### src/sv/brs_pkg.sv
// Batch recipe sequencer package: state, command and phase codes,
// item and result types shared by the channel interfaces and the modules.
// No dependencies.
`default_nettype none

package brs_pkg;

  localparam int unsigned PresW    = 14;
  localparam int unsigned CfgIdxW  = 1;
  localparam int unsigned StateW   = 4;
  localparam int unsigned StepW    = 3;

  localparam logic [PresW-1:0] LowLimitRst  = 14'd900;
  localparam logic [PresW-1:0] HighLimitRst = 14'd1000;

  localparam logic [StepW-1:0] StepFirst = 3'd1;
  localparam logic [StepW-1:0] StepLast  = 3'd6;
  localparam logic [StepW-1:0] StepLoop  = 3'd5;

  typedef enum logic [CfgIdxW-1:0] {
    CFG_LOW_LIMIT  = 1'd0,
    CFG_HIGH_LIMIT = 1'd1
  } cfg_idx_e;

  typedef enum logic [StateW-1:0] {
    ST_IDLE      = 4'd0,
    ST_EXEC      = 4'd1,
    ST_HOLDING   = 4'd2,
    ST_HELD      = 4'd3,
    ST_RESUMING  = 4'd4,
    ST_STOPPING  = 4'd5,
    ST_STOPPED   = 4'd6,
    ST_RESETTING = 4'd7,
    ST_COMPLETE  = 4'd8
  } state_e;

  typedef enum logic [2:0] {
    ACT_TICK   = 3'd0,
    ACT_START  = 3'd1,
    ACT_HOLD   = 3'd2,
    ACT_STOP   = 3'd3,
    ACT_RESUME = 3'd4,
    ACT_RESET  = 3'd5
  } action_e;

  typedef enum logic [2:0] {
    PH_IDLE     = 3'd0,
    PH_EXEC     = 3'd1,
    PH_HELD     = 3'd2,
    PH_STOPPED  = 3'd3,
    PH_COMPLETE = 3'd4,
    PH_OTHER    = 3'd5
  } phase_e;

  typedef enum logic [2:0] {
    CMD_NONE   = 3'd0,
    CMD_HOLD   = 3'd1,
    CMD_STOP   = 3'd2,
    CMD_RESUME = 3'd3,
    CMD_RESET  = 3'd4
  } cmd_e;

  typedef enum logic [1:0] {
    REQ_NONE     = 2'd0,
    REQ_INJECT   = 2'd1,
    REQ_DISSOLVE = 2'd2
  } req_e;

  typedef struct packed {
    logic [2:0]       action;
    logic [2:0]       inject_phase;
    logic [2:0]       dissolve_phase;
    logic [PresW-1:0] pressure;
  } item_t;

  typedef struct packed {
    logic [StateW-1:0] proc_state;
    logic [StepW-1:0]  recipe_step;
    logic [1:0]        phase_request;
    logic [1:0]        inject_amount;
    logic [2:0]        unit_command;
  } result_t;

  function automatic logic phase_settled(logic [2:0] p);
    return (p == PH_IDLE) || (p == PH_STOPPED) || (p == PH_COMPLETE);
  endfunction

endpackage

`default_nettype wire

### src/sv/brs_fsm.sv
// Recipe state machine: procedure state and step registers, next-state
// and per-item output logic. Depends on brs_pkg.
`default_nettype none

module brs_fsm
  import brs_pkg::*;
(
  input  wire logic             clk_i,
  input  wire logic             rst_ni,
  input  wire logic             en_i,
  input  wire item_t            item_i,
  input  wire logic [PresW-1:0] low_limit_i,
  input  wire logic [PresW-1:0] high_limit_i,
  output result_t               res_o
);

  state_e           state_q, state_d;
  logic [StepW-1:0] step_q, step_d;
  logic             below_low, above_high;
  logic             inj_done, dis_done;
  logic [1:0]       req;
  logic [1:0]       amt;
  cmd_e             cmd;

  assign below_low  = item_i.pressure < low_limit_i;
  assign above_high = item_i.pressure > high_limit_i;
  assign inj_done   = item_i.inject_phase == PH_COMPLETE;
  assign dis_done   = item_i.dissolve_phase == PH_COMPLETE;

  // next state
  always_comb begin
    state_d = state_q;
    step_d  = step_q;
    case (action_e'(item_i.action))
      ACT_TICK: begin
        case (state_q)
          ST_EXEC: begin
            if (step_q[0]) begin
              if (inj_done) step_d = step_q + 3'd1;
            end else if (dis_done) begin
              if (below_low) begin
                step_d = (step_q == StepLast) ? StepLoop : step_q + 3'd1;
              end else if (above_high) begin
                state_d = ST_STOPPING;
              end else begin
                state_d = ST_COMPLETE;
              end
            end
          end
          ST_STOPPING: begin
            if (phase_settled(item_i.inject_phase) &&
                phase_settled(item_i.dissolve_phase)) state_d = ST_STOPPED;
          end
          ST_HOLDING: begin
            if ((phase_settled(item_i.inject_phase) ||
                 item_i.inject_phase == PH_HELD) &&
                (phase_settled(item_i.dissolve_phase) ||
                 item_i.dissolve_phase == PH_HELD)) state_d = ST_HELD;
          end
          ST_RESUMING: begin
            if ((phase_settled(item_i.inject_phase) ||
                 item_i.inject_phase == PH_EXEC) &&
                (phase_settled(item_i.dissolve_phase) ||
                 item_i.dissolve_phase == PH_EXEC)) state_d = ST_EXEC;
          end
          ST_RESETTING: begin
            if (item_i.inject_phase == PH_IDLE &&
                item_i.dissolve_phase == PH_IDLE) state_d = ST_IDLE;
          end
          default: ;
        endcase
      end
      ACT_START: begin
        if (state_q == ST_IDLE) state_d = ST_EXEC;
      end
      ACT_HOLD: begin
        if (state_q == ST_EXEC) state_d = ST_HOLDING;
      end
      ACT_STOP: begin
        if (state_q == ST_EXEC || state_q == ST_HELD ||
            state_q == ST_HOLDING || state_q == ST_RESUMING) state_d = ST_STOPPING;
      end
      ACT_RESUME: begin
        if (state_q == ST_HELD) state_d = ST_RESUMING;
      end
      ACT_RESET: begin
        if (state_q == ST_COMPLETE || state_q == ST_STOPPED) begin
          state_d = ST_RESETTING;
          step_d  = StepFirst;
        end
      end
      default: ;
    endcase
  end

  // outputs
  always_comb begin
    req = REQ_NONE;
    amt = 2'd0;
    cmd = CMD_NONE;
    case (action_e'(item_i.action))
      ACT_TICK: begin
        if (state_q == ST_EXEC) begin
          if (step_q[0]) begin
            req = REQ_INJECT;
            case (step_q)
              3'd1:    amt = 2'd3;
              3'd3:    amt = 2'd2;
              default: amt = 2'd1;
            endcase
          end else begin
            req = REQ_DISSOLVE;
            if (dis_done && !below_low && above_high) cmd = CMD_STOP;
          end
        end
      end
      ACT_HOLD: begin
        if (state_q == ST_EXEC) cmd = CMD_HOLD;
      end
      ACT_STOP: begin
        if (state_q == ST_EXEC || state_q == ST_HELD ||
            state_q == ST_HOLDING || state_q == ST_RESUMING) cmd = CMD_STOP;
      end
      ACT_RESUME: begin
        if (state_q == ST_HELD) cmd = CMD_RESUME;
      end
      ACT_RESET: begin
        if (state_q == ST_COMPLETE || state_q == ST_STOPPED) cmd = CMD_RESET;
      end
      default: ;
    endcase
  end

  always_ff @(posedge clk_i or negedge rst_ni) begin
    if (!rst_ni) begin
      state_q <= ST_IDLE;
      step_q  <= StepFirst;
    end else if (en_i) begin
      state_q <= state_d;
      step_q  <= step_d;
    end
  end

  assign res_o.proc_state    = state_d;
  assign res_o.recipe_step   = step_d;
  assign res_o.phase_request = req;
  assign res_o.inject_amount = amt;
  assign res_o.unit_command  = cmd;

  a_step_range: assert property (@(posedge clk_i) disable iff (!rst_ni)
    step_q >= StepFirst && step_q <= StepLast)
    else $error("recipe step out of range");

  a_amount_inject: assert property (@(posedge clk_i) disable iff (!rst_ni)
    (req == REQ_INJECT) == (amt != 2'd0))
    else $error("inject amount without inject request");

  a_stop_cmd: assert property (@(posedge clk_i) disable iff (!rst_ni)
    en_i && state_d == ST_STOPPING && state_q != ST_STOPPING |-> cmd == CMD_STOP)
    else $error("entered stopping without stop command");

  a_reset_step: assert property (@(posedge clk_i) disable iff (!rst_ni)
    en_i && cmd == CMD_RESET |=> step_q == StepFirst && state_q == ST_RESETTING)
    else $error("reset command did not rewind recipe");

  a_hold_only_exec: assert property (@(posedge clk_i) disable iff (!rst_ni)
    en_i && cmd == CMD_HOLD |=> state_q == ST_HOLDING && $past(state_q) == ST_EXEC)
    else $error("hold issued outside executing");

endmodule

`default_nettype wire

### config.mk
export PLATFORM = sky130hd
export DESIGN_NAME = brs_fsm
export DESIGN_NICKNAME = d
export VERILOG_FILES = /design/src/sv/brs_pkg.sv /design/src/sv/brs_fsm.sv
export SDC_FILE = /design/constraint.sdc
export NUM_CORES = 1
export LEC_CHECK = 0
export BUFFER_PORTS_ARGS = -buffer_cell sky130_fd_sc_hd__buf_2
export CAP_MARGIN = 30
export CORE_ASPECT_RATIO = 2
export CORE_UTILIZATION = 53
export CTS_BUF_LIST = sky130_fd_sc_hd__clkbuf_16
export CTS_CLUSTER_DIAMETER = 120
export DETAILED_ROUTE_END_ITERATION = 16
export PLACE_DENSITY = 0.81
export SLEW_MARGIN = 20
export SYNTH_ARGS = -nofsm -noshare
export SYNTH_HDL_FRONTEND = slang
export SYNTH_SLANG_ARGS = --single-unit
### constraint.sdc
create_clock -name clk_i -period 2.5 [get_ports clk_i]
set_input_delay 0.25 -clock clk_i [delete_from_list [all_inputs] [get_ports clk_i]]
set_output_delay 0.25 -clock clk_i [all_outputs]
set_load 0.02 [all_outputs]
==> flow_metrics.py <==
metrics = {
    "worst_hold_path": {
        "timing.hold.worst.class": "in2reg",
        "min-delay-start": "en_i",
        "timing.hold.worst_path_depth": 2,
        "min_to": "state_q[3]$_DFFE_PN0P_",
    },
    "die": {
        "initial_utilization_pct": 55.0,
        "fp.dieW_um": 46.7,
        "ioPinCount": 68,
        "die_y_um": 91.4,
        "fp.dieArea_um2": 4260,
        "core_region_area_um2": 3840,
        "fp-row-count": 32,
    },
    "timing": {
        "max_slew.worst_pin.slew_ns": 0.539,
        "final_hold_viol_count": 0,
        "setup_viol_count_final": 0,
        "max_freq_ghz": 0.410,
        "final.hold.worst_slack_ns": 0.356,
        "worst_clock_skew_ns": 0.000973,
        "timing.slew.headroom_pct": 63.9,
        "finalMaxSlewViolations": 0,
        "fin_crit_sh_pct": 97.5,
        "post-route-min-period_ns": 2.44,
        "unrepaired_setup_endpoints_after_global_routing": "yes",
    },
    "cts": {
        "clock_insertion_delay_worst_skew_ns": 0.23,
        "cts.sink_count": 7,
        "clock-root-buffer": "clkbuf_16",
        "cts.reportedPaths.clkPinSlew_ns": 0.04,
        "buffer_depth_of_the_longest_clock_path": 2,
        "cts_tree": "done",
        "numCtsBuffers": 3,
        "htree_num_levels": 1,
    },
    "logic_synthesis": {
        "sequential_cell_area_fraction_in_the_yosys_report_pct": 8.34,
        "mappedNetlistNets": 373,
        "synth_top_cell_area_share_pct": 18.3,
        "most_common_cell_in_the_netlist": "inv_1",
        "synth_cells": 288,
        "post_synth_main_area_contributors": "ha_1 18%, dfrtp_1 7.1%, inv_1 6.9%",
        "ys_dominant_reg_cell": "dfrtp_1",
        "async_reset_ff_share_pct": 100,
        "synth.cell_area_um2": 2120,
        "post_synth.cell_area_avg_um2": 7.35,
        "synth_common_cells": "39 x inv_1, 31 x ha_1, 29 x a21oi_1",
        "number_of_enable_flip_flop_cells_after_synthesis": 0,
        "distinct_cell_type_count_after_synthesis": 73,
        "yosysWarnings": 0,
        "yosys_register_bits": 7,
        "synth_area_leader_cell": "ha_1",
    },
    "worst_setup_path": {
        "timing.critical_path.slowest_cell_delay_ns": 0.32,
        "criticalPathCategory": "in2out",
        "worst_setup_path_start_kind": "input pin",
        "most_common_cell_on_crit_path": "buf_2",
        "cp.buffers_inverters": 3,
        "rrSetupSlack_ns": 0.37,
        "ff_to_ff_end": "state_q[1]$_DFFE_PN0P_",
        "arrival_ns": 2.19,
        "crit-reg2reg-launch": "state_q[0]$_DFFE_PN0P_",
        "crit_chain": "buf_2 -> ha_1 -> and4_1 -> o21a_1 -> o31a_2 -> o31ai_1 -> buf_4 -> a41oi_2 -> nor2_1 -> buf_2",
        "cp_slowest_cell": "ha_1",
        "crit_required_ns": 2.25,
        "largest_delay_share_family_worst_path": "compound AO/OA/AOI/OAI gates",
        "end_kind": "primary output",
        "crit_fanout": 3,
        "worst-r2r-cell-count": 6,
    },
    "detailed_routing": {
        "dr.pass1.iters": 4,
        "vias_per_cell": 6.02,
        "drt-wirelength-per-cell_um": 14.9,
        "routed_wirelength_um": 6180,
        "via_count": 2506,
        "drcViolationCount": 0,
        "initial_drc_count": 54,
        "drtAntennaViolNets": 0,
    },
    "final_layout": {
        "fillers": 359,
        "area_delta_synth_final_pct": 26.0,
        "fin_nets": 451,
        "antenna_cells_inserted": 0,
        "finalCoreUtilization_pct": 69.3,
        "final_layout_size_suffix_gt1_share_pct": 32.1,
    },
    "power": {
        "fin_total_pwr_mw": 1.63,
        "vdd_ir_max_uv": 693,
        "power_density_nw_per_um2": 613,
        "leakage_nw": 1.38,
    },
    "global_route": {
        "grt_start_max_net_pins": 19,
        "first_global_vias": 2359,
        "globalRouteOverflowTotal": 0,
        "grt.total_usage_pct": 29.0,
        "grt_pass1_wl_um": 9300,
        "antenna_found_initial": 0,
    },
    "outcome": {
        "status": "completed",
    },
    "placement": {
        "dp_hpwl_um": 5050,
        "portBuffers": 67,
        "final_estimated_routing_congestion_in_global_placement": 0.880,
    },
    "run": {
        "drv.max_cap_violation_count": 0,
    },
}
==> cell type report <==
type | instances | area (um^2) | area share (%)
tap | 51 | 63.8 | 2.39
clock inverter | 1 | 3.75 | 0.141
inverter | 40 | 150 | 5.63
sequential | 7 | 180 | 6.76
timing repair buffer | 86 | 480 | 18.0
clock buffer | 3 | 75.1 | 2.82
multi-input combinational | 228 | 1710 | 64.2
==> state kept, by name, indices dropped and copies added, names as in the netlist <==
register and cells:
state_q 4, step_q 3
==> per-layer routing <==
metal  up-vias  part of all wire [%]  global-route usage (%)
li1       1234                     -                       -
met1      1158                    33                    23.7
met2        88                    58                    58.7
met3        26                   3.7                    3.58
met4         0                   5.2                    13.3
met5         -                     0                       0
==> kinds of logic after synthesis <==
family	after synthesis	synth area share, %
adders and majority gates	31	18.3
and+or+nand+nor	96	26.4
AOI/OAI and AO/OA	97	32.8
buffers and inverters	53	12.2
xor gates and xnor gates	1	0.414
muxes	3	1.48
DFF	7	8.34
==> cell usage in the layout (no fill, tap or decap), types with 2 or more instances in the layout <==
| cell | count |
|---|---|
| a2111o_1 | 2 |
| a21boi_0 | 2 |
| a21o_1 | 4 |
| a21oi_1 | 29 |
| a221oi_2 | 2 |
| a311oi_1 | 2 |
| a31oi_1 | 3 |
| and3_1 | 4 |
| and3b_1 | 3 |
| buf_2 | 67 |
| buf_4 | 18 |
| clkbuf_16 | 3 |
| dfrtp_1 | 3 |
| dfrtp_2 | 3 |
| ha_1 | 31 |
| inv_1 | 40 |
| mux2i_1 | 2 |
| nand2_1 | 17 |
| nand2b_1 | 5 |
| nand3_1 | 11 |
| nand4_1 | 7 |
| nor2_1 | 18 |
| nor2b_1 | 5 |
| nor3_1 | 3 |
| nor3_2 | 3 |
| nor4_1 | 3 |
| o211ai_1 | 4 |
| o21a_1 | 2 |
| o21ai_0 | 10 |
| o21ai_1 | 6 |
| o221ai_1 | 3 |
| o22a_1 | 2 |
| o311a_1 | 2 |
| o31a_1 | 2 |
| o31ai_1 | 3 |
| or3_1 | 3 |
==> power breakdown <==
| group | internal, mW | leakage [nW] | switching (mW) |
|---|---|---|---|
| combinational | 0.478 | 1.25 | 0.617 |
| clock | 0.207 | 0.0423 | 0.0544 |
| sequential | 0.161 | 0.0832 | 0.115 |
| total | 0.847 | 1.38 | 0.786 |
==> through the flow <==
stage	instance area (um^2)	setup TNS, ns	instances	worst slack [ns]
2_1_floorplan	2120	0	288	0.253
3_3_place_gp	2510	0	407	0.0397
3_5_place_dp	2510	0	407	0.0636
4_1_cts	2600	0	412	0.0117
5_1_grt	2670	-0.0242	416	-0.0128
6_report	2670	0	416	0.0618
==> repair_timing <==
item                                   CTS  global route
endpoints found under the hold margin    6             0
hold buffers                             1             0
gates resized for setup                  2             8
setup endpoints to repair                2             6
pin swaps                                0             1
setup buffers                            0             4
==> how the worst max path moves through the flow <==
stage	to	from	slack, ns	cells after the start
finish	res_o[13]	item_i[4]	0.06	10
CTS	res_o[10]	state_q[2]$_DFFE_PN0P_	0.01	8
global placement	res_o[9]	item_i[12]	0.04	9
floorplan	res_o[13]	high_limit_i[3]	0.25	8
detailed placement	res_o[9]	item_i[12]	0.06	9
global route	res_o[9]	low_limit_i[12]	-0.01	10
Note: power is estimated with default switching activity, not from simulation.
