File: src/sv/brs_pkg.sv
// Batch recipe sequencer package: state, command and phase codes,
// item and result types shared by the channel interfaces and the modules.
// No dependencies.
`default_nettype none

package brs_pkg;

  localparam int unsigned PresW    = 14;
  localparam int unsigned CfgIdxW  = 1;
  localparam int unsigned StateW   = 4;
  localparam int unsigned StepW    = 3;

  localparam logic [PresW-1:0] LowLimitRst  = 14'd900;
  localparam logic [PresW-1:0] HighLimitRst = 14'd1000;

  localparam logic [StepW-1:0] StepFirst = 3'd1;
  localparam logic [StepW-1:0] StepLast  = 3'd6;
  localparam logic [StepW-1:0] StepLoop  = 3'd5;

  typedef enum logic [CfgIdxW-1:0] {
    CFG_LOW_LIMIT  = 1'd0,
    CFG_HIGH_LIMIT = 1'd1
  } cfg_idx_e;

  typedef enum logic [StateW-1:0] {
    ST_IDLE      = 4'd0,
    ST_EXEC      = 4'd1,
    ST_HOLDING   = 4'd2,
    ST_HELD      = 4'd3,
    ST_RESUMING  = 4'd4,
    ST_STOPPING  = 4'd5,
    ST_STOPPED   = 4'd6,
    ST_RESETTING = 4'd7,
    ST_COMPLETE  = 4'd8
  } state_e;

  typedef enum logic [2:0] {
    ACT_TICK   = 3'd0,
    ACT_START  = 3'd1,
    ACT_HOLD   = 3'd2,
    ACT_STOP   = 3'd3,
    ACT_RESUME = 3'd4,
    ACT_RESET  = 3'd5
  } action_e;

  typedef enum logic [2:0] {
    PH_IDLE     = 3'd0,
    PH_EXEC     = 3'd1,
    PH_HELD     = 3'd2,
    PH_STOPPED  = 3'd3,
    PH_COMPLETE = 3'd4,
    PH_OTHER    = 3'd5
  } phase_e;

  typedef enum logic [2:0] {
    CMD_NONE   = 3'd0,
    CMD_HOLD   = 3'd1,
    CMD_STOP   = 3'd2,
    CMD_RESUME = 3'd3,
    CMD_RESET  = 3'd4
  } cmd_e;

  typedef enum logic [1:0] {
    REQ_NONE     = 2'd0,
    REQ_INJECT   = 2'd1,
    REQ_DISSOLVE = 2'd2
  } req_e;

  typedef struct packed {
    logic [2:0]       action;
    logic [2:0]       inject_phase;
    logic [2:0]       dissolve_phase;
    logic [PresW-1:0] pressure;
  } item_t;

  typedef struct packed {
    logic [StateW-1:0] proc_state;
    logic [StepW-1:0]  recipe_step;
    logic [1:0]        phase_request;
    logic [1:0]        inject_amount;
    logic [2:0]        unit_command;
  } result_t;

  function automatic logic phase_settled(logic [2:0] p);
    return (p == PH_IDLE) || (p == PH_STOPPED) || (p == PH_COMPLETE);
  endfunction

endpackage

`default_nettype wire

File: src/sv/brs_cfg.sv
// Pressure limit registers written through the plain configuration port.
// Depends on brs_pkg.
`default_nettype none

module brs_cfg
  import brs_pkg::*;
(
  input  wire logic               clk_i,
  input  wire logic               rst_ni,
  input  wire logic               we_i,
  input  wire logic [CfgIdxW-1:0] idx_i,
  input  wire logic [PresW-1:0]   data_i,
  output logic      [PresW-1:0]   low_limit_o,
  output logic      [PresW-1:0]   high_limit_o
);

  logic [PresW-1:0] low_q, high_q;

  always_ff @(posedge clk_i or negedge rst_ni) begin
    if (!rst_ni) begin
      low_q  <= LowLimitRst;
      high_q <= HighLimitRst;
    end else if (we_i) begin
      case (cfg_idx_e'(idx_i))
        CFG_LOW_LIMIT:  low_q  <= data_i;
        CFG_HIGH_LIMIT: high_q <= data_i;
        default: ;
      endcase
    end
  end

  assign low_limit_o  = low_q;
  assign high_limit_o = high_q;

endmodule

`default_nettype wire

File: config.mk
export PLATFORM = sky130hd
export DESIGN_NAME = brs_cfg
export DESIGN_NICKNAME = d
export VERILOG_FILES = /design/src/sv/brs_pkg.sv /design/src/sv/brs_cfg.sv
export SDC_FILE = /design/constraint.sdc
export NUM_CORES = 1
export LEC_CHECK = 0
export CAP_MARGIN = 0
export CORE_ASPECT_RATIO = 1.1
export CORE_UTILIZATION = 35
export DETAILED_ROUTE_END_ITERATION = 10
export DONT_BUFFER_PORTS = 1
export GPL_ROUTABILITY_DRIVEN = 0
export REMOVE_ABC_BUFFERS = 1
export SYNTH_ARGS = -nofsm -noshare
export SYNTH_HDL_FRONTEND = slang
export SYNTH_SLANG_ARGS = --single-unit
File: constraint.sdc
create_clock -name clk_i -period 1.3 [get_ports clk_i]
set_clock_uncertainty 0.1 [all_clocks]
set_input_delay 0.195 -clock clk_i [delete_from_list [all_inputs] [get_ports clk_i]]
set_output_delay 0.195 -clock clk_i [all_outputs]
set_load 0.01 [all_outputs]
==> results.py, run 1 <==
metrics = {
    "clock_tree": {
        "cts_root_buf": "clkbuf_4",
        "cts_sinks": 28,
        "cts.htree.levels": 1,
        "clockBufferDepth": 2,
        "cts_buffers": 3,
        "clock_latency_ps": 310,
        "cts_tree": "yes",
        "clk_pin_slew_ps": 140,
    },
    "yosys": {
        "ys_seq_area_share_pct": 65.5,
        "synthCells": 61,
        "synthTopCellsByArea": "dfrtp_1 (41%), mux2_2 (26%), dfstp_2 (24%), mux2_4 (4.1%), buf_12 (1.8%)",
        "syn_area_per_cell_sq_um": 17.8,
        "ys_ff_latch": 28,
        "synth_top_area_cell": "dfrtp_1",
        "netlist.area_leader.share_pct": 41.4,
        "yosysWarnings": 0,
        "synth_area_sq_um": 1090,
        "ys_types": 9,
    },
    "grt": {
        "grt_max_degree": 29,
        "grt-ovfl-total": 0,
        "grt_pass1_wl_mm": 2.75,
        "grt_pass1_vias": 630,
        "antenna_found_initial": 0,
        "groute.usage.overall_pct": 12.2,
    },
    "timing": {
        "fin_crit_ps": 1200,
        "finalHoldViolCount": 0,
        "finalCritPeriodShare_pct": 92.5,
        "fin_hold_ws_ps": 190,
        "worst_slew_pin_slew_ps": 157,
        "relSlewSlack_pct": 89.6,
        "clock.fmax_ghz": 0.832,
        "setup_ws_ps": 97.4,
        "finalSetupTns_ps": 0,
        "rsz0062_at_grt": "no",
        "finalSetupViolations": 0,
        "slew_viol_final": 0,
    },
    "routing": {
        "drt_iter0_drc": 9,
        "wl_mm": 1.90,
        "wl_per_cell_microns": 16.7,
        "dr.pass1.iters": 2,
        "drc_errors": 0,
        "vias_per_cell": 4.96,
        "vias": 565,
        "detail-route-antenna-nets": 0,
    },
    "final_layout": {
        "num_antenna_cells": 0,
        "nFillCells": 256,
        "drive_gt1_share_pct": 56.8,
        "postLayoutCellArea_sq_um": 1330,
        "final_nets": 100,
        "final_cells": 114,
        "syn_to_final_growth_pct": 22.4,
    },
    "power": {
        "leakagePower_uw": 0.000556,
        "ir_drop_uv": 808,
        "p_per_area_nw_per_um2": 1380,
    },
    "critical_path": {
        "cp_max_fo": 2,
        "critPathRequiredTime_ps": 1000,
        "arrival_ps": 910,
        "worstSetupEndpointType": "primary output",
        "worstSetupPathType": "reg -> out",
        "critPathLaunchType": "flip-flop",
    },
    "placed_design": {
        "dpl.hpwl_mm": 1.26,
        "numPortBuffers": 0,
        "dpl_cell_area_sq_um": 1130,
        "place_ws_ps": 181,
        "numPlacedInstances": 94,
    },
    "floorplanning": {
        "start_util_pct": 38.2,
        "die_y_microns": 60.5,
        "num_rows": 20,
        "coreArea_sq_um": 2850,
        "die_w_microns": 55.2,
        "boundaryPins": 46,
        "die_area_sq_um": 3340,
    },
    "min_path": {
        "min_path_type": "in -> reg",
    },
    "job": {
        "drv_cap": 0,
    },
    "status": {
        "status": "finished clean",
    },
}
layout by cell type, fill, tap and decap left out, drive strengths merged:
cell type,synthesis,routed
mux2,28,28
dfrtp,18,18
dlygate4sd3,0,15
dfstp,10,10
clkbuf,0,4
buf,3,4
nor2b,1,1
nand2,1,1
cell usage after synthesis, drive strengths merged:
master  count
buf         3
dfrtp      18
dfstp      10
mux2       28
nand2       1
nor2b       1
area by class of cell:
class | count | area [sq um] | share of cell area [%]
sequential | 28 | 713 | 53.5
tap | 33 | 41.3 | 3.10
timing repair buffer | 19 | 205 | 15.4
clock buffer | 4 | 36.3 | 2.72
multi-input combinational | 30 | 337 | 25.3
kinds of logic (layout without fill, tap and decap cells):
kind of cell | Yosys count | count (layout) | synth area share (%)
DFF | 28 | 28 | 65.5
and+or+nand+nor | 2 | 2 | 0.920
muxes | 28 | 28 | 30.0
buffers and inverters | 3 | 23 | 3.56
state kept, by name, indices dropped and copies added (netlist names):
| register | cells |
|---|---|
| low_limit_o | 14 |
| high_limit_o | 14 |
layer usage:
| metal | vias up | share of wire (%) | global-route usage [%] |
|---|---|---|---|
| met5 | - | 0 | 0 |
| li1 | 251 | - | - |
| met4 | 0 | 1.4 | 8.57 |
| met3 | 2 | 7.8 | 3.01 |
| met1 | 289 | 36 | 12.0 |
| met2 | 23 | 54 | 21.7 |
report_power, final:
part | internal (uW) | leakage, uW | total [uW] | switching, uW
logic | 161 | 0.000219 | 242 | 81.2
registers | 1040 | 0.000316 | 1190 | 150
clock network | 171 | 0.0000210 | 409 | 238
final timing paths:
path                                 start              end  slack (ps)  depth (start not counted)
max reg2reg                 low_limit_o[1]   low_limit_o[1]         370                          1
min reg2reg                high_limit_o[4]  high_limit_o[4]         500                          1
max                         low_limit_o[8]   low_limit_o[8]         100                          0
min in group asynchronous           rst_ni  low_limit_o[13]         200                          2
min                                  idx_i   low_limit_o[7]         190                          3
max in group asynchronous           rst_ni  high_limit_o[7]         670                          2
repair_timing:
item,4_1_cts,5_1_grt
gates resized for setup,0,0
hold endpoints to repair,56,0
hold buffers,16,0
buffers inserted,0,0
stage by stage:
step	util (%)	power [uW]
5_1_grt	46.7	1920
6_report	46.7	1840
3_3_place_gp	39.5	1370
3_5_place_dp	39.5	1380
4_1_cts	46.7	1860
2_1_floorplan	-	1320
(Power assumes the default switching activity.)
==> inputs of run 2 (changes only) <==
--- a/config.mk
+++ b/config.mk
@@ -6,11 +6,14 @@
 export NUM_CORES = 1
 export LEC_CHECK = 0
 export CAP_MARGIN = 0
+export CELL_PAD_IN_SITES_DETAIL_PLACEMENT = 0
+export CELL_PAD_IN_SITES_GLOBAL_PLACEMENT = 1
 export CORE_ASPECT_RATIO = 1.1
 export CORE_UTILIZATION = 35
 export DETAILED_ROUTE_END_ITERATION = 10
 export DONT_BUFFER_PORTS = 1
 export GPL_ROUTABILITY_DRIVEN = 0
+export PLACE_DENSITY_LB_ADDON = 0.1
 export REMOVE_ABC_BUFFERS = 1
 export SYNTH_ARGS = -nofsm -noshare
 export SYNTH_HDL_FRONTEND = slang
==> results.py, run 2 (synthesis gave the netlist of run 1 again) <==
metrics = {
    "status": {
        "status": "finished clean",
    },
    "final_layout": {
        "final_common_cell": "mux2_2",
        "syn_to_final_growth_pct": 22.4,
        "final_nets": 100,
        "drive_gt1_share_pct": 56.8,
        "num_antenna_cells": 0,
        "nFillCells": 274,
        "final_cell_mix": "mux2_2 (25), dfrtp_1 (18), dlygate4sd3_1 (15), dfstp_2 (10)",
        "seq_area_sq_um": 713,
        "multi_input_comb_area_sq_um": 337,
    },
    "power": {
        "p_per_area_nw_per_um2": 1380,
        "leakagePower_uw": 0.000556,
        "design_power_total_uw": 1840,
        "ir_drop_uv": 713,
    },
    "routing": {
        "drt_iter0_drc": 5,
        "wl_per_cell_microns": 16.8,
        "detail-route-antenna-nets": 0,
        "drc_errors": 0,
        "vias": 585,
        "vias_per_cell": 5.13,
        "wl_mm": 1.92,
        "dr.pass1.iters": 3,
    },
    "floorplanning": {
        "boundaryPins": 46,
        "coreArea_sq_um": 2850,
        "die_y_microns": 60.5,
        "start_util_pct": 38.2,
        "num_rows": 20,
        "die_area_sq_um": 3340,
        "die_w_microns": 55.2,
    },
    "placed_design": {
        "dpl.hpwl_mm": 1.24,
        "numPortBuffers": 0,
    },
    "clock_tree": {
        "cts_sinks": 28,
        "cts_tree": "yes",
        "cts.htree.levels": 1,
        "cts-resized-gates": 0,
        "clock_latency_ps": 330,
        "cts_buffers": 3,
        "cts_root_buf": "clkbuf_4",
        "clockBufferDepth": 2,
        "clk_pin_slew_ps": 140,
    },
    "timing": {
        "relSlewSlack_pct": 89.4,
        "slew_viol_final": 0,
        "finalCritPeriodShare_pct": 93.4,
        "rsz0062_at_grt": "no",
        "fin_hold_ws_ps": 175,
        "finalHoldViolCount": 0,
        "finalSetupViolations": 0,
        "fin_crit_ps": 1210,
        "worst_slew_pin_slew_ps": 158,
        "clock.fmax_ghz": 0.824,
    },
    "grt": {
        "grt_pass1_vias": 577,
        "grt_max_degree": 29,
        "groute.usage.overall_pct": 12.3,
        "grt-ovfl-total": 0,
        "antenna_found_initial": 0,
        "grt_pass1_wl_mm": 2.73,
    },
    "job": {
        "drv_cap": 0,
    },
    "critical_path": {
        "critPathRequiredTime_ps": 1000,
        "worstSetupPathType": "reg -> out",
        "critPathLaunchType": "flip-flop",
        "cp_max_fo": 2,
        "arrival_ps": 920,
        "worstSetupEndpointType": "primary output",
    },
    "min_path": {
        "min_path_type": "in -> async",
    },
}
-- run 2: per-layer routing --
layer | share of wire [%] | vias to the layer above | GRT usage (%)
met2 | 52 | 30 | 21.3
met1 | 38 | 300 | 13.0
met4 | 2.2 | 0 | 8.57
met5 | 0 | - | 0
li1 | - | 250 | -
met3 | 8.2 | 5 | 2.76
-- run 2: final cells by class --
type,count,area share [%]
Multi-Input combinational cell,30,25.3
Sequential cell,28,53.5
Clock buffer,4,2.72
Tap cell,33,3.10
Timing Repair Buffer,19,15.4
-- run 2: power breakdown --
group	switching (uW)	leakage (uW)	internal, uW
clock	253	0.0000210	172
combinational	78.1	0.000219	160
sequential	144	0.000316	1040
total	475	0.000556	1370
-- run 2: per-stage QoR --
| stage | worst slack [ps] | std cells | setup TNS (ps) | util (%) | area, sq um |
|---|---|---|---|---|---|
| floorplan | -273 | 58 | -3470 | - | 1050 |
| global placement | 187 | 94 | 0 | 39.5 | 1130 |
| detailed placement | 143 | 94 | 0 | 39.5 | 1130 |
| CTS | 71.7 | 114 | 0 | 46.7 | 1330 |
| global route | 47.4 | 114 | 0 | 46.7 | 1330 |
| finish | 85.7 | 114 | 0 | 46.7 | 1330 |
-- run 2: timing repair --
action,in CTS,in global routing
hold endpoints to repair,56,0
buffers inserted,0,0
hold buffers,16,0
-- run 2: final timing paths --
path                       cells after the start          endpoint              from  slack [ps]
setup / recovery                               0    low_limit_o[8]    low_limit_o[8]          90
hold / removal                                 2    low_limit_o[6]            rst_ni         170
setup reg to reg                               1   high_limit_o[4]   high_limit_o[4]         390
hold reg to reg                                1  high_limit_o[13]  high_limit_o[13]         500
max in group asynchronous                      2   high_limit_o[3]            rst_ni         690
min in group clk_i                             3   high_limit_o[8]              we_i         180
==> inputs of run 3 (changes only) <==
==> constraint.sdc (replaced) <==
create_clock -name clk_i -period 1.46 [get_ports clk_i]
set_clock_uncertainty 0.1 [all_clocks]
set_input_delay 0.219 -clock clk_i [delete_from_list [all_inputs] [get_ports clk_i]]
set_output_delay 0.219 -clock clk_i [all_outputs]
set_load 0.01 [all_outputs]
==> results.py, run 3 (synthesis gave the netlist of run 1 again) <==
metrics = {
    "final_layout": {
        "final_cell_mix": "mux2_2 (25), dfrtp_1 (18), dlygate4sd3_1 (15), dfstp_2 (10)",
        "post-route-util_pct": 46.0,
        "final_common_cell": "mux2_2",
        "num_antenna_cells": 0,
        "nFillCells": 265,
        "drive_gt1_share_pct": 56.3,
        "syn_to_final_growth_pct": 20.6,
        "final_nets": 99,
    },
    "clock_tree": {
        "cts-resized-gates": 0,
        "cts_sinks": 28,
        "clk_pin_slew_ps": 140,
        "cts_root_buf": "clkbuf_4",
        "cts_tree": "yes",
        "clockBufferDepth": 2,
        "cts_buffers": 3,
        "clock_latency_ps": 310,
        "hold_buffers": 16,
        "cts_setup_buffers": 0,
        "cts.htree.levels": 1,
    },
    "placed_design": {
        "place_ws_ps": 282,
        "numPortBuffers": 0,
    },
    "routing": {
        "wl_per_cell_microns": 16.1,
        "drc_errors": 0,
        "dr.pass1.iters": 2,
        "vias": 579,
        "drt_iter0_drc": 8,
        "detail-route-antenna-nets": 0,
        "wl_mm": 1.82,
        "vias_per_cell": 5.12,
    },
    "floorplanning": {
        "die_y_microns": 60.5,
        "die_area_sq_um": 3340,
        "boundaryPins": 46,
        "start_util_pct": 38.2,
        "die_w_microns": 55.2,
        "num_rows": 20,
        "coreArea_sq_um": 2850,
    },
    "grt": {
        "groute.usage.overall_pct": 12.5,
        "grt_pass1_vias": 689,
        "grt-ovfl-total": 0,
        "grt_max_degree": 29,
        "antenna_found_initial": 0,
        "grt_pass1_wl_mm": 2.83,
    },
    "critical_path": {
        "arrival_ps": 910,
        "r2r_start": "high_limit_o[1]",
        "critPathRequiredTime_ps": 1140,
        "critPathLaunchType": "flip-flop",
        "worstSetupEndpointType": "primary output",
        "cp_max_fo": 2,
        "worstSetupPathType": "reg -> out",
        "critPathLaunch": "low_limit_o[8]",
    },
    "power": {
        "p_per_area_nw_per_um2": 1240,
        "ir_drop_uv": 544,
        "leakagePower_uw": 0.000545,
    },
    "timing": {
        "relSlewSlack_pct": 85.3,
        "clock.fmax_ghz": 0.815,
        "fin_crit_ps": 1230,
        "finalCritPeriodShare_pct": 84.1,
        "finalSetupViolations": 0,
        "slew_viol_final": 0,
        "finalHoldViolCount": 0,
        "setup_ws_ps": 233,
        "worst_slew_pin_slew_ps": 220,
        "rsz0062_at_grt": "no",
    },
    "job": {
        "drv_cap": 0,
    },
    "min_path": {
        "min_path_type": "in -> async",
    },
    "status": {
        "status": "finished clean",
    },
}
run 3: cell count changes in the layout (fill, tap and decap cells not counted):
cell | before | now
buf_12 | 2 | 1
run 3: worst paths after layout:
kind	end	slack, ps	depth (start not counted)
setup reg to reg	high_limit_o[1]	550	1
max in group asynchronous	high_limit_o[7]	810	2
hold / removal	low_limit_o[6]	220	2
setup / recovery	low_limit_o[8]	230	0
hold reg to reg	high_limit_o[13]	500	1
min in group clk_i	low_limit_o[7]	260	3
run 3: layout make-up:
| cell class | instances | area, sq um | share of cell area, % |
|---|---|---|---|
| Tap cell | 33 | 41.3 | 3.15 |
| Multi-Input combinational cell | 30 | 337 | 25.6 |
| Sequential cell | 28 | 713 | 54.3 |
| Timing Repair Buffer | 18 | 185 | 14.1 |
| Clock buffer | 4 | 36.3 | 2.76 |
run 3: metrics by stage:
step	instance area, sq um	TNS, ps	hold WS [ps]	cells	total power [uW]
final	1310	0	223	113	1620
after detailed placement	1110	0	-176	93	1220
after global routing	1310	0	226	113	1720
after floorplan	1050	-1570	-177	58	1180
after global placement	1110	0	-176	93	1210
after CTS	1310	0	213	113	1660
run 3: report_power, final:
| group | switching (uW) | internal (uW) | leakage, uW | total, uW |
|---|---|---|---|---|
| combinational | 66.6 | 137 | 0.000208 | 204 |
| clock | 216 | 152 | 0.0000210 | 368 |
| sequential | 128 | 923 | 0.000316 | 1050 |
| total | 410 | 1210 | 0.000545 | 1620 |
run 3: metal layers:
metal	wire (microns)	track usage, %	vias up
met5	0	0	-
met4	18	7.50	0
met3	153	3.51	2
met2	954	23.4	31
li1	-	-	253
met1	689	11.6	293
